**src/rtl/bcpg_pkg.sv**
```systemverilog
// Shared constants, codes and controller/datapath interface types for the
// Bezier curve point generator. No dependencies.

package bcpg_pkg;

   localparam int COORD_BITS   = 16;
   localparam int MAX_SEGMENTS = 63;
   localparam int IDX_BITS     = 6;

   // Widths that follow from the segment limit and the coordinate width.
   localparam int SEG_BITS      = $clog2(MAX_SEGMENTS + 1);
   localparam int SQ_BITS       = 2 * SEG_BITS;
   localparam int WEIGHT_BITS   = 3 * SEG_BITS;
   localparam int ACC_BITS      = WEIGHT_BITS + COORD_BITS + 2;
   localparam int CNT_BITS      = $clog2(ACC_BITS);
   localparam int NUM_CTRL      = 4;
   localparam int CTRL_IDX_BITS = $clog2(NUM_CTRL);

   // Curve kinds. Every other code is evaluated as a cubic.
   localparam logic [1:0] KIND_LINE = 2'd0;
   localparam logic [1:0] KIND_QUAD = 2'd1;

   typedef enum logic [2:0] {
      ST_IDLE,
      ST_WEIGHT_SQ,
      ST_WEIGHT,
      ST_MAC,
      ST_ROUND,
      ST_DIVIDE,
      ST_EMIT
   } state_type;

   typedef struct packed {
      logic load;
      logic square;
      logic weight;
      logic mac_step;
      logic div_start;
      logic div_step;
      logic next_point;
   } cmd_type;

   typedef struct packed {
      logic mac_last;
      logic div_last;
      logic point_last;
   } status_type;

endpackage

```
**src/rtl/bcpg_ctrl.sv**
```systemverilog
// Sequencing state machine of the Bezier curve point generator.
// Depends on bcpg_pkg for the state type and the command/status structs.

module bcpg_ctrl (
   input  logic                 clock,
   input  logic                 reset,
   input  logic                 start,
   input  bcpg_pkg::status_type status,
   output bcpg_pkg::cmd_type    cmd,
   output logic                 busy,
   output logic                 rsp_valid
);

   bcpg_pkg::state_type state_ff;
   bcpg_pkg::state_type state_in;

   always_ff @(posedge clock) begin
      if (reset) begin
         state_ff <= bcpg_pkg::ST_IDLE;
      end else begin
         state_ff <= state_in;
      end
   end

   always_comb begin
      state_in = state_ff;
      unique case (state_ff)
         bcpg_pkg::ST_IDLE: begin
            if (start) state_in = bcpg_pkg::ST_WEIGHT_SQ;
         end
         bcpg_pkg::ST_WEIGHT_SQ: state_in = bcpg_pkg::ST_WEIGHT;
         bcpg_pkg::ST_WEIGHT:    state_in = bcpg_pkg::ST_MAC;
         bcpg_pkg::ST_MAC: begin
            if (status.mac_last) state_in = bcpg_pkg::ST_ROUND;
         end
         bcpg_pkg::ST_ROUND:     state_in = bcpg_pkg::ST_DIVIDE;
         bcpg_pkg::ST_DIVIDE: begin
            if (status.div_last) state_in = bcpg_pkg::ST_EMIT;
         end
         bcpg_pkg::ST_EMIT: begin
            if (status.point_last) state_in = bcpg_pkg::ST_IDLE;
            else state_in = bcpg_pkg::ST_WEIGHT_SQ;
         end
         default: state_in = bcpg_pkg::ST_IDLE;
      endcase
   end

   always_comb begin
      cmd            = '0;
      cmd.load       = (state_ff == bcpg_pkg::ST_IDLE) && start;
      cmd.square     = (state_ff == bcpg_pkg::ST_WEIGHT_SQ);
      cmd.weight     = (state_ff == bcpg_pkg::ST_WEIGHT);
      cmd.mac_step   = (state_ff == bcpg_pkg::ST_MAC);
      cmd.div_start  = (state_ff == bcpg_pkg::ST_ROUND);
      cmd.div_step   = (state_ff == bcpg_pkg::ST_DIVIDE);
      cmd.next_point = (state_ff == bcpg_pkg::ST_EMIT) && !status.point_last;
      busy           = (state_ff != bcpg_pkg::ST_IDLE);
      rsp_valid      = (state_ff == bcpg_pkg::ST_EMIT);
   end

endmodule

```
**src/rtl/bcpg_datapath.sv**
```systemverilog
// Datapath of the Bezier curve point generator: Bernstein weights, a
// multiply-accumulate per axis and a radix-2 rounding divider per axis.
// Depends on bcpg_pkg for widths, curve kinds and the command/status structs.

module bcpg_datapath (
   input  logic                                   clock,
   input  bcpg_pkg::cmd_type                      cmd,
   output bcpg_pkg::status_type                   status,
   input  logic [1:0]                             req_func,
   input  logic signed [bcpg_pkg::COORD_BITS-1:0] req_first_x,
   input  logic signed [bcpg_pkg::COORD_BITS-1:0] req_first_y,
   input  logic signed [bcpg_pkg::COORD_BITS-1:0] req_second_x,
   input  logic signed [bcpg_pkg::COORD_BITS-1:0] req_second_y,
   input  logic signed [bcpg_pkg::COORD_BITS-1:0] req_third_x,
   input  logic signed [bcpg_pkg::COORD_BITS-1:0] req_third_y,
   input  logic signed [bcpg_pkg::COORD_BITS-1:0] req_fourth_x,
   input  logic signed [bcpg_pkg::COORD_BITS-1:0] req_fourth_y,
   input  logic [bcpg_pkg::IDX_BITS-1:0]          req_num_points,
   output logic signed [bcpg_pkg::COORD_BITS-1:0] rsp_point_x,
   output logic signed [bcpg_pkg::COORD_BITS-1:0] rsp_point_y,
   output logic [bcpg_pkg::IDX_BITS-1:0]          rsp_point_index,
   output logic                                   rsp_last
);

   localparam int C  = bcpg_pkg::COORD_BITS;
   localparam int S  = bcpg_pkg::SEG_BITS;
   localparam int Q  = bcpg_pkg::SQ_BITS;
   localparam int W  = bcpg_pkg::WEIGHT_BITS;
   localparam int A  = bcpg_pkg::ACC_BITS;
   localparam int N  = bcpg_pkg::NUM_CTRL;
   localparam int CI = bcpg_pkg::CTRL_IDX_BITS;

   // One restoring step: returns the new remainder above the quotient bit.
   function automatic logic [W:0] div_step_f(input logic [W-1:0] rem, input logic msb,
                                             input logic [W-1:0] den);
      logic [W:0] trial;
      logic [W:0] diff;
      logic [W:0] result;
      trial = {rem, msb};
      diff  = trial - {1'b0, den};
      if (trial >= {1'b0, den}) result = {diff[W-1:0], 1'b1};
      else result = {trial[W-1:0], 1'b0};
      return result;
   endfunction

   // Applies the sign to the rounded magnitude and clamps to the coordinate range.
   function automatic logic signed [C-1:0] sat_f(input logic neg, input logic [A-1:0] mag);
      logic [A-1:0]     pos_lim;
      logic [C-1:0]     neg_mag;
      logic signed [C-1:0] result;
      pos_lim = {{(A - C + 1){1'b0}}, {(C - 1){1'b1}}};
      neg_mag = -mag[C-1:0];
      if (!neg) begin
         if (mag > pos_lim) result = {1'b0, {(C - 1){1'b1}}};
         else result = mag[C-1:0];
      end else begin
         if (mag > pos_lim + A'(1)) result = {1'b1, {(C - 1){1'b0}}};
         else result = neg_mag;
      end
      return result;
   endfunction

   logic [1:0]          kind_ff;
   logic [S-1:0]        n_ff;
   logic [S-1:0]        k_ff;
   logic signed [C-1:0] px_ff [N];
   logic signed [C-1:0] py_ff [N];
   logic [Q-1:0]        aa_ff, ak_ff, kk_ff, nn_ff;
   logic [W-1:0]        w_ff [N];
   logic [W-1:0]        den_ff;
   logic [CI-1:0]       mac_idx_ff;
   logic signed [A-1:0] acc_x_ff, acc_y_ff;
   logic [A-1:0]        quo_x_ff, quo_y_ff;
   logic [W-1:0]        rem_x_ff, rem_y_ff;
   logic                neg_x_ff, neg_y_ff;
   logic [bcpg_pkg::CNT_BITS-1:0] cnt_ff;

   logic [S-1:0]        n_in;
   logic [S-1:0]        a_val;
   logic [W-1:0]        w_in [N];
   logic [W-1:0]        den_in;
   logic [W-1:0]        cub_ak;
   logic [W-1:0]        cub_kk;
   logic signed [W+C:0] prod_x, prod_y;
   logic signed [A-1:0] acc_x_in, acc_y_in;
   logic [A-1:0]        mag_x, mag_y;
   logic [W:0]          step_x, step_y;

   // Segment count zero means one segment; counts above the limit are clamped.
   always_comb begin
      if (req_num_points == '0) n_in = S'(1);
      else if (req_num_points > bcpg_pkg::IDX_BITS'(bcpg_pkg::MAX_SEGMENTS))
         n_in = S'(bcpg_pkg::MAX_SEGMENTS);
      else n_in = S'(req_num_points);
   end

   assign a_val = n_ff - k_ff;

   always_comb begin
      cub_ak = W'(aa_ff) * W'(k_ff);
      cub_kk = W'(kk_ff) * W'(a_val);
      unique case (kind_ff)
         bcpg_pkg::KIND_LINE: begin
            w_in[0] = W'(a_val);
            w_in[1] = W'(k_ff);
            w_in[2] = '0;
            w_in[3] = '0;
            den_in  = W'(n_ff);
         end
         bcpg_pkg::KIND_QUAD: begin
            w_in[0] = W'(aa_ff);
            w_in[1] = W'(ak_ff) << 1;
            w_in[2] = W'(kk_ff);
            w_in[3] = '0;
            den_in  = W'(nn_ff);
         end
         default: begin
            w_in[0] = W'(aa_ff) * W'(a_val);
            w_in[1] = (cub_ak << 1) + cub_ak;
            w_in[2] = (cub_kk << 1) + cub_kk;
            w_in[3] = W'(kk_ff) * W'(k_ff);
            den_in  = W'(nn_ff) * W'(n_ff);
         end
      endcase
   end

   assign prod_x   = $signed({1'b0, w_ff[mac_idx_ff]}) * px_ff[mac_idx_ff];
   assign prod_y   = $signed({1'b0, w_ff[mac_idx_ff]}) * py_ff[mac_idx_ff];
   assign acc_x_in = acc_x_ff + A'(prod_x);
   assign acc_y_in = acc_y_ff + A'(prod_y);

   // Half the denominator is added to the magnitude so that the truncating
   // divide rounds half away from zero.
   assign mag_x = (acc_x_ff[A-1] ? A'(-acc_x_ff) : A'(acc_x_ff)) + A'(den_ff >> 1);
   assign mag_y = (acc_y_ff[A-1] ? A'(-acc_y_ff) : A'(acc_y_ff)) + A'(den_ff >> 1);

   assign step_x = div_step_f(rem_x_ff, quo_x_ff[A-1], den_ff);
   assign step_y = div_step_f(rem_y_ff, quo_y_ff[A-1], den_ff);

   always_ff @(posedge clock) begin
      if (cmd.load) begin
         kind_ff  <= req_func;
         n_ff     <= n_in;
         k_ff     <= '0;
         px_ff[0] <= req_first_x;
         py_ff[0] <= req_first_y;
         px_ff[1] <= req_second_x;
         py_ff[1] <= req_second_y;
         px_ff[2] <= req_third_x;
         py_ff[2] <= req_third_y;
         px_ff[3] <= req_fourth_x;
         py_ff[3] <= req_fourth_y;
      end
      if (cmd.next_point) k_ff <= k_ff + S'(1);
      if (cmd.square) begin
         aa_ff <= Q'(a_val) * Q'(a_val);
         ak_ff <= Q'(a_val) * Q'(k_ff);
         kk_ff <= Q'(k_ff) * Q'(k_ff);
         nn_ff <= Q'(n_ff) * Q'(n_ff);
      end
      if (cmd.weight) begin
         for (int i = 0; i < N; i++) w_ff[i] <= w_in[i];
         den_ff     <= den_in;
         acc_x_ff   <= '0;
         acc_y_ff   <= '0;
         mac_idx_ff <= '0;
      end
      if (cmd.mac_step) begin
         acc_x_ff   <= acc_x_in;
         acc_y_ff   <= acc_y_in;
         mac_idx_ff <= mac_idx_ff + CI'(1);
      end
      if (cmd.div_start) begin
         quo_x_ff <= mag_x;
         quo_y_ff <= mag_y;
         rem_x_ff <= '0;
         rem_y_ff <= '0;
         neg_x_ff <= acc_x_ff[A-1];
         neg_y_ff <= acc_y_ff[A-1];
         cnt_ff   <= '0;
      end
      if (cmd.div_step) begin
         quo_x_ff <= {quo_x_ff[A-2:0], step_x[0]};
         quo_y_ff <= {quo_y_ff[A-2:0], step_y[0]};
         rem_x_ff <= step_x[W:1];
         rem_y_ff <= step_y[W:1];
         cnt_ff   <= cnt_ff + bcpg_pkg::CNT_BITS'(1);
      end
   end

   always_comb begin
      status.mac_last   = (mac_idx_ff == CI'(N - 1));
      status.div_last   = (cnt_ff == bcpg_pkg::CNT_BITS'(A - 1));
      status.point_last = (k_ff == n_ff);
   end

   assign rsp_point_x     = sat_f(neg_x_ff, quo_x_ff);
   assign rsp_point_y     = sat_f(neg_y_ff, quo_y_ff);
   assign rsp_point_index = bcpg_pkg::IDX_BITS'(k_ff);
   assign rsp_last        = (k_ff == n_ff);

endmodule

```
**src/rtl/bezier_curve_point_generator.sv**
```systemverilog
// Top level of the Bezier curve point generator: controller plus datapath.
// Depends on bcpg_pkg, bcpg_ctrl and bcpg_datapath.
//
//   channel   handshake            payload
//   request   start / busy         req_func, req_*_x/y, req_num_points
//   result    rsp_valid (strobe)   rsp_point_x/y, rsp_point_index, rsp_last
//
// Each point is evaluated in steps: the squares, then the Bernstein weights,
// a multiply-accumulate over the four control points, the rounded
// magnitude, the bit-per-cycle divider and the result strobe.
// A request with n segments keeps busy high until all n + 1 points are shown.
// Reset returns the controller to idle; a curve in progress is dropped.
// The receiver cannot stall: each point is shown for exactly one cycle.

module bezier_curve_point_generator (
   input  logic                                   clock,
   input  logic                                   reset,
   input  logic                                   start,
   output logic                                   busy,
   input  logic [1:0]                             req_func,
   input  logic signed [bcpg_pkg::COORD_BITS-1:0] req_first_x,
   input  logic signed [bcpg_pkg::COORD_BITS-1:0] req_first_y,
   input  logic signed [bcpg_pkg::COORD_BITS-1:0] req_second_x,
   input  logic signed [bcpg_pkg::COORD_BITS-1:0] req_second_y,
   input  logic signed [bcpg_pkg::COORD_BITS-1:0] req_third_x,
   input  logic signed [bcpg_pkg::COORD_BITS-1:0] req_third_y,
   input  logic signed [bcpg_pkg::COORD_BITS-1:0] req_fourth_x,
   input  logic signed [bcpg_pkg::COORD_BITS-1:0] req_fourth_y,
   input  logic [bcpg_pkg::IDX_BITS-1:0]          req_num_points,
   output logic                                   rsp_valid,
   output logic signed [bcpg_pkg::COORD_BITS-1:0] rsp_point_x,
   output logic signed [bcpg_pkg::COORD_BITS-1:0] rsp_point_y,
   output logic [bcpg_pkg::IDX_BITS-1:0]          rsp_point_index,
   output logic                                   rsp_last
);

   bcpg_pkg::cmd_type    cmd;
   bcpg_pkg::status_type status;

   bcpg_ctrl u_ctrl (
      .clock     (clock),
      .reset     (reset),
      .start     (start),
      .status    (status),
      .cmd       (cmd),
      .busy      (busy),
      .rsp_valid (rsp_valid)
   );

   bcpg_datapath u_datapath (
      .clock           (clock),
      .cmd             (cmd),
      .status          (status),
      .req_func        (req_func),
      .req_first_x     (req_first_x),
      .req_first_y     (req_first_y),
      .req_second_x    (req_second_x),
      .req_second_y    (req_second_y),
      .req_third_x     (req_third_x),
      .req_third_y     (req_third_y),
      .req_fourth_x    (req_fourth_x),
      .req_fourth_y    (req_fourth_y),
      .req_num_points  (req_num_points),
      .rsp_point_x     (rsp_point_x),
      .rsp_point_y     (rsp_point_y),
      .rsp_point_index (rsp_point_index),
      .rsp_last        (rsp_last)
   );

   // A point is only ever shown while a request is being worked on.
   assert property (@(posedge clock) disable iff (reset) rsp_valid |-> busy)
      else $error("result strobe while idle");

   // The final point of a curve releases the block in the next cycle.
   assert property (@(posedge clock) disable iff (reset)
                    rsp_valid && rsp_last |=> !busy)
      else $error("block still busy after the final point");

   // Points are spaced by a full evaluation, never in adjacent cycles.
   assert property (@(posedge clock) disable iff (reset) rsp_valid |=> !rsp_valid)
      else $error("two result strobes in a row");

   // An accepted request yields its first point, index zero, after the full evaluation.
   assert property (@(posedge clock) disable iff (reset)
                    start && !busy |-> ##44 (rsp_valid && rsp_point_index == '0))
      else $error("first point missing or misnumbered");

endmodule
```
**config.mk**
```make
export PLATFORM = sky130hd
export DESIGN_NAME = bezier_curve_point_generator
export DESIGN_NICKNAME = d
export VERILOG_FILES = /design/src/rtl/bcpg_pkg.sv /design/src/rtl/bcpg_ctrl.sv /design/src/rtl/bcpg_datapath.sv /design/src/rtl/bezier_curve_point_generator.sv
export SDC_FILE = /design/constraint.sdc
export NUM_CORES = 2
export LEC_CHECK = 0
export ABC_CLOCK_PERIOD_IN_PS = 25900
export BUFFER_PORTS_ARGS = -buffer_cell sky130_fd_sc_hd__buf_2
export CAP_MARGIN = 15
export CORE_MARGIN = 8
export CORE_UTILIZATION = 45
export CTS_CLUSTER_DIAMETER = 200
export DETAILED_ROUTE_END_ITERATION = 8
export GPL_TIMING_DRIVEN = 0
export SLEW_MARGIN = 30
export SYNTH_ARGS = -nofsm -noshare
export SYNTH_HDL_FRONTEND = slang
export SYNTH_SLANG_ARGS = --single-unit
```
**constraint.sdc**
```tcl
create_clock -name clock -period 25.9 [get_ports clock]
set_input_delay 5.18 -clock clock [delete_from_list [all_inputs] [get_ports clock]]
set_output_delay 5.18 -clock clock [all_outputs]
set_load 0.005 [all_outputs]
```
Word-level counts from Yosys, hierarchy flattened:

Memory sizes are Yosys's and may differ from the RTL's. A register that Yosys moved wholly into a read port is not among the register bits.
Cells that the tools add are included.

* bits in registers: 273
* memory bits (writable): 200
* output and inout port bits: 41
* logic and storage cells: 123
* memories: 3

Memory list
* u_datapath.w_ff: words 4, width 18, read ports 1, clocked after memory_dff 1, write ports 4, RTL line bcpg_datapath.sv:69 `logic [W-1:0] w_ff [N];`
* u_datapath.px_ff: words 4, width 16, read ports 1, clocked after memory_dff 1, write ports 4, RTL line bcpg_datapath.sv:66 `logic signed [C-1:0] px_ff [N];`
* u_datapath.py_ff: words 4, width 16, read ports 1, clocked after memory_dff 1, write ports 4, RTL line bcpg_datapath.sv:67 `logic signed [C-1:0] py_ff [N];`

* add/sub/neg operators: 16
* multipliers: 11
* order comparisons: 7
* eq/ne operators: 13
* mux-type cells: 41
* reductions and logical operators: 12

Operators with widths (count)
* 2-to-1 mux 36 bit: 9
* one-hot mux 72 bit (2 select lines): 1
* 2-to-1 mux 16 bit: 6
* multiplier 12 x 6 -> 18 bit: 5
* adder 36 x 17 -> 36 bit: 2
* adder 36 x 35 -> 36 bit: 2
* greater-than comparator 36 x 15 -> 1 bit (second input constant): 2
* greater-than comparator 36 x 16 -> 1 bit (second input constant): 2
* negation 36 bit: 2
* multiplier 19 x 16 -> 35 bit: 2
* 2-to-1 mux 18 bit: 3
* multiplier 6 x 6 -> 12 bit: 4
* >= comparator 19 x 18 -> 1 bit: 2
* 2-to-1 mux 19 bit: 2
* adder 18 bit: 2
* one-hot mux 18 bit (2 select lines): 1
* subtractor 18 bit: 2
* negation 16 bit: 2
* 2-to-1 mux 6 bit: 5
* one-hot mux 3 bit (7 select lines): 1
* adder 6 x 1 -> 6 bit (second input constant): 2
* 2-to-1 mux 2 bit: 5
* == test 3 bit (second input constant): 3
* 2-to-1 mux 3 bit: 3
* 21 further kinds: 30

Depth between registers and ports, before layout:

* word-level depth: 5
* mapped depth: 32
* mapped depth without buffers: 29

Cells and area by module:

Synthesis repeated with hierarchy kept, for this count alone.

* cell total of the unflattened synthesis: 6576
* area total of the unflattened synthesis: 61162.4 um^2

By module, submodules not included
* bcpg_datapath: instances 1, cells each 6543, area an instance 60925.9 um^2
* bcpg_ctrl: instances 1, cells each 33, area an instance 236.5 um^2

Least setup slack after synthesis:

OpenSTA, ideal clock, no wires.

* kind: input -> register
* start: in start
* end: reg u_datapath.kind_ff[0], enable pin
* setup time: 0.633 ns
* arrival time: 10.829 ns
* path slack: 14.438 ns
* cell stages on the path: 2
* cells stage by stage: inv_1 > nor2_1

RTL lines
* start, declared: RTL line bezier_curve_point_generator.sv:18 `input logic start,`
* end signal, assigned: RTL line bcpg_datapath.sv:142 `kind_ff <= req_func;`
* end, declared: RTL line bcpg_datapath.sv:63 `logic [1:0] kind_ff;`

==> impl_metrics.toml <==
[clock_network]
ctsHoldBuffers = 0
cts.htree.levels = 2
cts_setup_buffers = 0
cts_buffers = 58
clk_pin_slew_ns = 0.06
clk_root_buffer_cell = "clkbuf_16"
cts_tree = "done"
clk_latency_ns = 0.70
cts_resized = 0
cts_buffer_depth = 3
clkSinkCount = 472

[die]
die_x_um = 384
row_count = 135
boundaryPins = 180
dieArea_mm2 = 0.147
start_util_pct = 45.1
core_area_mm2 = 0.135
fp.dieH_um = 384

[synth]
avgSynthCellArea_um2 = 9.25
synth.distinct_cells = 90
yosys.area_share.adder_pct = 36.4
yosys.area_share.simple_pct = 15.8
synth_top_family_by_area = "adder cells"
synth_flop_cell = "edfxtp_1"
synth_cells = 6572
yosysWarnings = 0
synth_compound_area_share_pct = 8.90
async_flop_share_pct = 0
synth_edf_count = 467
synth_xor_area_share_pct = 4.84
synth_area_mm2 = 0.0608
seq_area_frac_synth_pct = 23.2
synth_seq_cells = 472
synth.area.mux_share_pct = 2.56

[grt]
grt_pass1_wl_mm = 286
grt_antenna_before_repair = 3
grt-ovfl-total = 0
grt_pass1_vias = 49300
grt_usage_pct = 25.0
grt_max_degree = 45

[setup_path]
startpoint_type = "flop"
crit_required_ns = 26.30
cp_max_fo = 10
critPathArrivalTime_ns = 11.02
slowest_stage = "a2111oi_0"
path_common_cell = "fa_1"
max_stage_delay_ns = 0.86
cp-end-kind = "flop"
path_class = "flop to flop"

[final_layout]
nNetsFinal = 8308
drive_gt1_share_pct = 6.42
final_cell_mix = "inv_1 (1069), nand2_1 (890), fa_1 (754), nor2_1 (579), ha_1 (561)"
final_common_cell = "inv_1"
area_growth_pct = 9.62

[timing]
post-route-period-util_pct = 41.0
finalHoldViolCount = 0
fin_skew_ns = 0.0550
rsz0062_at_grt = "no"
relSlewSlack_pct = 26.6
finalSetupTns_ns = 0
period_needed_ns = 10.62
setup_viol = 0
slew_violations = 0
tightest_slew_ns = 1.09
timing.fmax_mhz = 94.2

[run_status]
status = "finished clean"

[routing]
wl_per_cell_um = 21.4
drt_wl_total_mm = 186
via_per_inst = 5.49
drc = 0
dr.first_iter.drc_count = 3302
ant_nets = 0
drt-pass1-iter-count = 6
via_count = 47700

[placed_design]
dp_hpwl_mm = 152
place.gp.congestion = 0.958
port_buffers = 179

[hold_path]
hp-class = "flop to flop"

[flow_run]
cap_violations = 0
-- layer usage --
layer | vias to the layer above | GRT usage [%] | routed length (µm)
met1 | 23700 | 31.3 | 74000
li1 | 21900 | - | -
met2 | 1655 | 42.9 | 90200
met3 | 440 | 3.63 | 11900
met4 | 0 | 11.1 | 9670
met5 | - | 0 | 0
-- registers in the layout (all words and copies together), names as in the netlist, 2 cells and up, named ones only --
signal	flops
u_datapath.aa_ff	11
u_datapath.quo_y_ff	36
u_datapath.rsp_point_index	6
u_datapath.rem_x_ff	18
u_datapath.n_ff	6
u_datapath.cnt_ff	6
u_datapath.w_ff	72
u_datapath.quo_x_ff	36
u_datapath.rem_y_ff	18
u_datapath.den_ff	18
u_datapath.acc_y_ff	36
u_ctrl.state_ff	3
u_datapath.py_ff	64
u_datapath.kk_ff	11
u_datapath.acc_x_ff	36
u_datapath.kind_ff	2
u_datapath.px_ff	64
u_datapath.mac_idx_ff	2
u_datapath.ak_ff	12
u_datapath.nn_ff	11
-- critical path: cells and delay by family, from the launching register on --
kind | cells | cell delay, ns
buf+inv | 8 | 3.26
fa+ha+maj | 7 | 2.89
compound gates | 7 | 2.73
simple gates | 5 | 0.73
flops | 1 | 0.31
mux | 1 | 0.20
xor+xnor | 1 | 0.16
-- path summary, 6_finish.rpt --
kind | from | endpoint | slack, ns | cells after the start
max | flop | u_datapath.acc_x_ff[34] | 15.28 | 29
min | u_datapath.mac_idx_ff[1] | flop | 0.49 | 1
max reg2reg | flop | u_datapath.acc_x_ff[34] | 15.28 | 29
min reg2reg | u_datapath.mac_idx_ff[1] | flop | 0.49 | 1
-- cells in the mapped netlist (30+ instances only) --
cell	number	area [µm²]
xor2_1	132	1160
edfxtp_1	467	14000
or3_1	45	282
a21oi_1	195	976
nor2_1	581	2180
o21a_1	64	480
nand2_1	890	3340
xnor2_1	204	1790
and2_1	175	1090
a21o_1	84	631
mux2i_1	78	781
clkbuf_1	232	871
mux2_2	41	462
nor3_1	94	470
o31ai_1	37	278
fa_1	754	15100
nand2b_1	44	275
nand3_1	74	370
inv_1	1069	4010
and3_1	30	188
o21ai_0	228	1140
o21bai_1	38	285
nor2b_1	60	375
ha_1	561	7020
-- cell families (layout without fill, tap and decap cells) --
family                     Yosys count  count (layout)
AOI/OAI and AO/OA                  853             853
DFF                                472             472
buffers and inverters             1339            1653
adders and majority gates         1315            1315
muxes                              133             133
and+or+nand+nor                   2122            2122
other                                2              18
xor gates and xnor gates           336             336
-- layout make-up --
| cell class | instances | area (µm²) |
|---|---|---|
| fill | 12900 | 68100 |
| multi-input combinational | 4775 | 41800 |
| sequential | 472 | 14100 |
| inverter | 1073 | 4030 |
| tap | 1781 | 2230 |
| clock buffer | 69 | 1540 |
| timing repair buffer | 208 | 1490 |
| buffer | 266 | 1030 |
| clock inverter | 37 | 400 |
| antenna | 2 | 5.00 |
-- metrics by stage --
stage	cell area [µm²]	worst slack, ns	util [%]	cells	hold WS [ns]
after CTS	66600	15.08	49.4	8681	0.496
after floorplan	60800	14.44	-	6586	0.424
after global routing	66600	14.91	49.4	8682	0.523
after global placement	64000	11.56	47.5	8546	0.475
after detailed placement	64700	15.16	48.0	8575	0.477
final	66600	15.28	49.4	8683	0.492
Power is not shown: default switching activity piles up to over one toggle a cycle in this logic, so the estimate is an artifact.
